===== config.mk =====
export PLATFORM = sky130hd
export DESIGN_NAME = odd_even_transposition_sorter
export DESIGN_NICKNAME = d
export VERILOG_FILES = /design/src/rtl/oets_pkg.sv /design/src/rtl/odd_even_transposition_sorter.sv /design/src/rtl/oets_cell.sv
export SDC_FILE = /design/constraint.sdc
export NUM_CORES = 2
export LEC_CHECK = 0
export BUFFER_PORTS_ARGS = -buffer_cell sky130_fd_sc_hd__buf_4
export CAP_MARGIN = 0
export CORE_MARGIN = 2
export CORE_UTILIZATION = 33
export CTS_CLUSTER_SIZE = 30
export DETAILED_ROUTE_END_ITERATION = 12
export GPL_TIMING_DRIVEN = 0
export SYNTH_ARGS = -nofsm -noshare
export SYNTH_HDL_FRONTEND = slang
export SYNTH_HIERARCHICAL = 1
export SYNTH_SLANG_ARGS = --single-unit

===== constraint.sdc =====
create_clock -name i_clk -period 9.5 [get_ports i_clk]
set_input_delay 0.475 -clock i_clk [delete_from_list [all_inputs] [get_ports i_clk]]
set_output_delay 0.475 -clock i_clk [all_outputs]
set_load 0.01 [all_outputs]

===== src/rtl/oets_pkg.sv =====
// Package for the odd-even transposition sorter.
// Holds the data width, the default capacity and the per-cell control struct.
// No dependencies.
package oets_pkg;

    localparam int DATA_W           = 32;
    localparam int MAX_ELEMENTS_DEF = 32;

    // Control for one cell in one cycle. At most one member is set.
    typedef struct packed {
        logic load;     // take the incoming value
        logic swap_lo;  // lower cell of a pair: keep the smaller of self and right
        logic swap_hi;  // upper cell of a pair: keep the larger of left and self
        logic shift;    // take the right neighbor's value (output drain)
    } t_cell_ctrl;

endpackage


===== src/rtl/odd_even_transposition_sorter.sv =====
// Top level of the odd-even transposition sorter.
// Instantiates a chain of oets_cell and holds the load/sort/drain sequencer.
// Depends on oets_pkg and oets_cell.
//
// Usage: values arrive on the input channel (i_value, i_final_item, i_valid,
// o_stall), one transfer per cycle while the block is loading. The transfer
// with i_final_item set ends the set. Up to MAX_ELEMENTS values are kept; the
// values of further transfers are dropped, but a marked transfer still ends
// the set. After the marked transfer the block runs one compare-exchange
// phase per stored value, one phase per cycle across the whole cell chain,
// and then presents the values in ascending order on the output channel
// (o_sorted_value, o_final_out, o_valid, i_stall), one per cycle unless the
// receiver stalls, with o_final_out set on the last one. A set goes through
// loading, the sort phases and the drain, in that order. The drain shifts
// the chain left by one cell for each output transfer, so a stall from the
// receiver simply holds the chain and the current result. o_stall stays
// high from the marked transfer until the last result has been taken.
// Reset empties the block and returns it to loading; stored values need no
// clearing.
module odd_even_transposition_sorter #(
    parameter int MAX_ELEMENTS = oets_pkg::MAX_ELEMENTS_DEF
) (
    input  logic                                 i_clk,
    input  logic                                 i_rst_n,
    input  logic signed [oets_pkg::DATA_W-1:0]   i_value,
    input  logic                                 i_final_item,
    input  logic                                 i_valid,
    output logic                                 o_stall,
    output logic signed [oets_pkg::DATA_W-1:0]   o_sorted_value,
    output logic                                 o_final_out,
    output logic                                 o_valid,
    input  logic                                 i_stall
);

    localparam int CW = $clog2(MAX_ELEMENTS + 1);
    localparam int PW = $clog2(MAX_ELEMENTS);

    typedef enum logic [1:0] {
        ST_LOAD,
        ST_SORT,
        ST_OUT
    } t_state;

    t_state         r_state;
    logic [CW-1:0]  r_count;
    logic [PW-1:0]  r_phase;

    logic signed [oets_pkg::DATA_W-1:0] w_value [MAX_ELEMENTS];
    oets_pkg::t_cell_ctrl               w_ctrl  [MAX_ELEMENTS];

    logic in_xfer;
    logic out_xfer;
    logic last_phase;

    assign in_xfer    = i_valid && !o_stall;
    assign out_xfer   = o_valid && !i_stall;
    assign last_phase = (CW'(r_phase) == (r_count - CW'(1)));

    // Per-cell control. In a phase, cell i is the lower cell of its pair when
    // its index parity matches the phase parity, otherwise the upper cell.
    always_comb begin
        for (int i = 0; i < MAX_ELEMENTS; i++) begin
            w_ctrl[i].load    = (r_state == ST_LOAD) && in_xfer && (r_count == CW'(i));
            w_ctrl[i].swap_lo = (r_state == ST_SORT) && ((i % 2) == int'(r_phase[0]))
                                && (CW'(i + 1) < r_count);
            w_ctrl[i].swap_hi = (r_state == ST_SORT) && ((i % 2) != int'(r_phase[0]))
                                && (i >= 1) && (CW'(i) < r_count);
            w_ctrl[i].shift   = out_xfer;
        end
    end

    for (genvar g = 0; g < MAX_ELEMENTS; g++) begin : g_cell
        logic signed [oets_pkg::DATA_W-1:0] w_left;
        logic signed [oets_pkg::DATA_W-1:0] w_right;

        if (g == 0) begin : g_first
            assign w_left = w_value[g];
        end else begin : g_mid_l
            assign w_left = w_value[g-1];
        end

        if (g == MAX_ELEMENTS - 1) begin : g_last
            assign w_right = w_value[g];
        end else begin : g_mid_r
            assign w_right = w_value[g+1];
        end

        oets_cell u_cell (
            .i_clk   (i_clk),
            .i_ctrl  (w_ctrl[g]),
            .i_value (i_value),
            .i_left  (w_left),
            .i_right (w_right),
            .o_value (w_value[g])
        );
    end

    always_ff @(posedge i_clk) begin
        if (!i_rst_n) begin
            r_state <= ST_LOAD;
            r_count <= '0;
            r_phase <= '0;
        end else begin
            unique case (r_state)
                ST_LOAD: begin
                    if (in_xfer) begin
                        if (r_count < CW'(MAX_ELEMENTS)) begin
                            r_count <= r_count + CW'(1);
                        end
                        if (i_final_item) begin
                            r_state <= ST_SORT;
                            r_phase <= '0;
                        end
                    end
                end
                ST_SORT: begin
                    if (last_phase) begin
                        r_state <= ST_OUT;
                        r_phase <= '0;
                    end else begin
                        r_phase <= r_phase + PW'(1);
                    end
                end
                ST_OUT: begin
                    if (out_xfer) begin
                        r_count <= r_count - CW'(1);
                        if (r_count == CW'(1)) begin
                            r_state <= ST_LOAD;
                        end
                    end
                end
                default: begin
                    r_state <= ST_LOAD;
                end
            endcase
        end
    end

    assign o_stall        = (r_state != ST_LOAD);
    assign o_valid        = (r_state == ST_OUT);
    assign o_sorted_value = w_value[0];
    assign o_final_out    = (r_count == CW'(1));

`ifndef SYNTH
    a_out_nonempty: assert property (@(posedge i_clk) disable iff (!i_rst_n)
        o_valid |-> (r_count != '0))
        else $error("result presented with an empty store");

    a_count_bound: assert property (@(posedge i_clk) disable iff (!i_rst_n)
        r_count <= CW'(MAX_ELEMENTS))
        else $error("element count above capacity");

    a_phase_bound: assert property (@(posedge i_clk) disable iff (!i_rst_n)
        (r_state == ST_SORT) |-> (CW'(r_phase) < r_count))
        else $error("sort phase beyond element count");

    a_final_starts_sort: assert property (@(posedge i_clk) disable iff (!i_rst_n)
        (in_xfer && i_final_item) |=> (r_state == ST_SORT))
        else $error("marked transfer did not start the sort");

    a_last_out_returns: assert property (@(posedge i_clk) disable iff (!i_rst_n)
        (out_xfer && o_final_out) |=> (r_state == ST_LOAD && r_count == '0))
        else $error("block not empty after the last result");
`endif

endmodule


===== src/rtl/oets_cell.sv =====
// One storage cell of the sorter chain: holds one element.
// Compares with a neighbor during sort phases and shifts left during output.
// Depends on oets_pkg.
module oets_cell (
    input  logic                                 i_clk,
    input  oets_pkg::t_cell_ctrl                 i_ctrl,
    input  logic signed [oets_pkg::DATA_W-1:0]   i_value,
    input  logic signed [oets_pkg::DATA_W-1:0]   i_left,
    input  logic signed [oets_pkg::DATA_W-1:0]   i_right,
    output logic signed [oets_pkg::DATA_W-1:0]   o_value
);

    logic signed [oets_pkg::DATA_W-1:0] r_value;
    logic signed [oets_pkg::DATA_W-1:0] n_value;

    // Equal values are left in place, so each compare is strict.
    always_comb begin
        n_value = r_value;
        if (i_ctrl.load) begin
            n_value = i_value;
        end else if (i_ctrl.swap_lo) begin
            if (r_value > i_right) begin
                n_value = i_right;
            end
        end else if (i_ctrl.swap_hi) begin
            if (i_left > r_value) begin
                n_value = i_left;
            end
        end else if (i_ctrl.shift) begin
            n_value = i_right;
        end
    end

    always_ff @(posedge i_clk) begin
        r_value <= n_value;
    end

    assign o_value = r_value;

endmodule

# ---- Yosys cells after proc, flatten, opt, wreduce, memory -nomap -nowiden
# Index checks and enable logic that the tools add are counted.
# Widths: inputs -> output; s select.
dict set report word_totals {
  output_inout_bits 35
  regBits 1037
}
dict set report op_classes {
  eq_ne 102
  bitwise_logic 1
  n_addsub 3
  mux 202
  n_lt_le_gt_ge 64
  reduce_logical 144
}
# cell n
set ops {}
lappend ops {{$mux 32} 188}
lappend ops {{$gt 32x32->1} 31}
lappend ops {{$ne 4x2->1 const B} 30}
lappend ops {{$reduce_bool 4->1} 30}
lappend ops {{$eq 6x5->1 const B} 16}
lappend ops {{$lt 5x6->1 const A} 16}
lappend ops {{$reduce_and 3->1} 32}
lappend ops {{$ne 3x2->1 const B} 30}
lappend ops {{$logic_and 1x1->1} 69}
lappend ops {{$eq 6x4->1 const B} 8}
lappend ops {{$lt 4x6->1 const A} 8}
lappend ops {{$eq 6x3->1 const B} 4}
lappend ops {{$lt 3x6->1 const A} 4}
lappend ops {{$mux 6} 3}
lappend ops {{$mux 5} 3}
lappend ops {{$eq 6x2->1 const B} 2}
lappend ops {{$lt 2x6->1 const A} 2}
lappend ops {{$pmux 6 s2} 1}
lappend ops {{$mux 2} 5}
lappend ops {{$pmux 5 s2} 1}
lappend ops {{$reduce_bool 2->1} 5}
lappend ops {{$ne 2x2->1 const B} 4}
lappend ops {{$add 6x1->6 const B} 1}
lappend ops {{$eq 5x6->1} 1}
lappend ops {{other kinds (19)} 22}

# ---- Longest topological paths before layout
dict set report depth {
  word_depth 7
  mapped_depth 13
  mapped_depth_nobuf 10
}

# ---- Cells and area by module
# Netlist, hierarchy kept.
# module instances area_each_um2 cells_per_inst
set modules_own_cells {}
lappend modules_own_cells {oets_cell 32 3265.6 407}
lappend modules_own_cells {odd_even_transposition_sorter 1 1617.8 255}

# ---- Worst setup path before layout
# OpenSTA, ideal clock, no wires.
dict set report synth_path {
  kind {register to register}
  start {register g_cell[0].u_cell.r_value (netlist bit g_cell[0].u_cell/o_value[1])}
  end {register g_cell[0].u_cell.r_value (netlist bit g_cell[0].u_cell/o_value[0]) (enable)}
  required_ns 9.106
  slack_ns 6.257
  n_path_buf 0
  stages_incl_launch_ff 9
  t_arrival_ns 2.849
  synth_period_minus_slack_ns 3.243
  path_cell_list {edfxtp_1 -> ha_1 -> nor2b_4 -> o211ai_2 -> a21oi_1 -> or4b_1 -> a21oi_2 -> mux2i_1 -> o32a_1}
}
dict set report synth_between {
  elab_chain_len 3
}
# item line_no
set synth_rtl {}
lappend synth_rtl {{start: declaration} oets_cell.sv:13} ;# logic signed [oets_pkg::DATA_W-1:0] r_value;
lappend synth_rtl {{start signal: assignment} oets_cell.sv:35} ;# r_value <= n_value;
lappend synth_rtl {{$gt 32x32->1} oets_cell.sv:22} ;# if (r_value > i_right) begin
lappend synth_rtl {{$ne 3x2->1 (no line)} -}
lappend synth_rtl {{$reduce_and 2->1 (no line)} -}
# Every way passes these cells.
# A chain may end at the register's enable or synchronous reset.

==> flow_metrics.tcl <==
set metrics [dict create \
    setup_viol 0 \
    grtUsageTotal_pct 21.4 \
    syn_area_um2 106000 \
    synth_edf_count 1024 \
    leakagePower_nw 53.5 \
    worstPathRequired_ns 9.93 \
    grt_pass1_wl_mm 543 \
    synth_top_cell_by_area "edfxtp_1" \
    worstSetupPathType "reg -> reg" \
    maxCapViolCount 1 \
    num_io_pins 72 \
    synth_ff_type "edfxtp_1" \
    wirelength_mm 361 \
    tightest_slew_ns 1.57 \
    detail_route.wl_per_cell_um 20.1 \
    netlist_top_cells_count "inv_1 (2184), ha_1 (2055), a21oi_1 (1755)" \
    cts_root_buf "clkbuf_16" \
    ctsHtreeMaxLevel 4 \
    antenna_found_initial 6 \
    status "finished, violations left" \
    fmax_mhz 218 \
    fin_crit_ns 4.58 \
    first_pass_iters 6 \
    max-clock-path-buffers 4 \
    core_um2 321000 \
    crit_path_frequent_cell "nor2_1" \
    hold_violations 0 \
    end_kind "flop" \
    crit_path_top_delay_cell "nor2_1" \
    skew_ns 0.0445 \
    viasPerCell 5.37 \
    ys_ff_latch 1037 \
    gp_congestion 0.893 \
    synthTopCellsByArea "edfxtp_1 (29%), ha_1 (24%), a21oi_1 (8.3%), inv_1 (7.7%), o21ai_0 (5.9%)" \
    die_w_um 571 \
    min_path_type "in -> reg" \
    ir_worst_vdd_mv 0.131 \
    clock_latency_ns 0.82 \
    dr.first_iter.drc_count 8768 \
    path_max_fanout 32 \
    max_stage_delay_ns 0.93 \
    fp-row-count 208 \
    cp.arrival_ns 5.01 \
    grt_pass1_vias 89300 \
    cts_inserted_buffers 143 \
    maxSlewViolCount 7 \
    yosysMostFrequentCell "inv_1" \
    ant_nets 0 \
    start_util_pct 33.1 \
    dieArea_um2 326000 \
    crit_chain "nor2_1, and3_1, clkbuf_1, and2_1, nand3_1, nor2_1, buf_6, nor2_1, o21ai_0, o32a_2" \
    grt_max_degree 33 \
    avgSynthCellArea_um2 7.99 \
    relSlewSlack_pct -4.89 \
    clk_pin_slew_ns 0.05 \
    die_h_um 571 \
    cts.sinks 1037 \
    synth_top_area_share_pct 29.0 \
    area_growth_syn_to_layout_pct 9.86 \
    fill_cells 33500 \
    violations "capacitance limit, slew limit" \
    async_flop_share_pct 0 \
    vias 96300 \
    finalCritPeriodShare_pct 48.2 \
    synth_seq_area_share_pct 29.2 \
    nNetsFinal 15600 \
    io_buffers 70 \
    power.density_nw_per_um2 103 \
    hpwl_mm 274 \
    startpoint_type "flop" \
    ys_warn_count 6 \
    synth_cell_types 60 \
    synthCells 13300 \
    layout-drive-gt1-share_pct 3.31 \
    rsz0062_at_grt "false" \
    cts_tree "done" \
    fin_setup_tns_ns 0 \
    drcViolationCount 0 \
    post_cts_buffers 0 \
    power.total_w 0.0120 \
    grt_overflow 0 \
]
per-stage QoR:
stage / std cells / area (um^2) / utilization [%] / worst slack [ns] / hold WS [ns]
2_1_floorplan: 13300 / 106000 / - / 6.26 / 0.467
3_3_place_gp: 17700 / 112000 / 34.9 / 1.84 / 0.489
3_5_place_dp: 17700 / 112000 / 35.0 / 4.99 / 0.499
4_1_cts: 17900 / 117000 / 36.4 / 4.99 / 0.287
5_1_grt: 17900 / 117000 / 36.4 / 4.71 / 0.343
6_report: 17900 / 117000 / 36.4 / 4.92 / 0.341
routing by layer:
layer / global-route usage [%] / wire length, um
met5: 0 / 12
met4: 7.23 / 13600
met2: 32.5 / 152000
met3: 2.39 / 26100
met1: 31.1 / 169000
power by group:
group          internal (W)  switching (W)
registers           0.00510       0.000283
logic              0.000478       0.000794
clock network       0.00311        0.00220
cell families after synthesis:
| logic type | share of synthesized area (%) |
|---|---|
| fa+ha+maj | 24.2 |
| flops | 29.2 |
| compound gates | 20.8 |
| simple gates | 15.4 |
| xor+xnor | 0.107 |
| mux | 0.614 |
| buf+inv | 9.64 |
| other cells | 0.00353 |
critical path: cells and delay by family, from the launching register on:
kind | cells | cell delay (ns)
simple gates | 6 | 2.54
compound gates | 2 | 0.77
buf+inv | 2 | 0.53
flops | 1 | 0.36
registers in the layout (all words and copies together) (netlist names):
name / flops
r_state: 2
r_phase: 5
r_count: 6
g_cell.u_cell/o_value: 1024
placed cells by master, fill, tap and decap left out, types with 33 or more instances in the layout:
cell / n
inv_1: 2184
ha_1: 2055
a21oi_1: 1755
nand2_1: 1367
o21ai_0: 1256
nor2_1: 1176
edfxtp_1: 1024
clkbuf_1: 462
nand4_1: 451
a21o_1: 448
clkbuf_16: 147
or3_1: 129
a211oi_1: 128
nand3_1: 110
buf_4: 71
nor2b_1: 67
mux2i_1: 64
o211ai_1: 64
nor3_1: 37
buf_6: 36
a21oi_2: 33
o211ai_2: 33
nor4_1: 33
o31ai_1: 33
cell type report:
type / instances / area (um^2) / share of cell area (%)
Antenna cell: 3 / 7.51 / 0.00644
Buffer: 467 / 2020 / 1.74
Clock buffer: 182 / 3830 / 3.29
Clock inverter: 62 / 561 / 0.481
Inverter: 2185 / 8200 / 7.03
Multi-Input combinational cell: 9592 / 64900 / 55.7
Sequential cell: 1037 / 31000 / 26.6
Tap cell: 4305 / 5390 / 4.62
Timing Repair Buffer: 77 / 618 / 0.530
worst paths after layout:
check,slack (ns),startpoint,end,cells after the start
worst min-delay path,0.34,i_final_item,r_phase[4],5
worst min register to register,0.51,r_phase[4],r_phase[4],2
worst max-delay path,4.92,r_state[1],g_cell[5].u_cell/o_value[5],10
worst max register to register,4.92,r_state[1],g_cell[5].u_cell/o_value[5],10
timing repair:
action / CTS / global route
resized for setup: 0 / 0
hold buffers: 3 / 0
endpoints found under the hold margin: 2 / 0
Note: power is estimated with default switching activity, not from simulation.
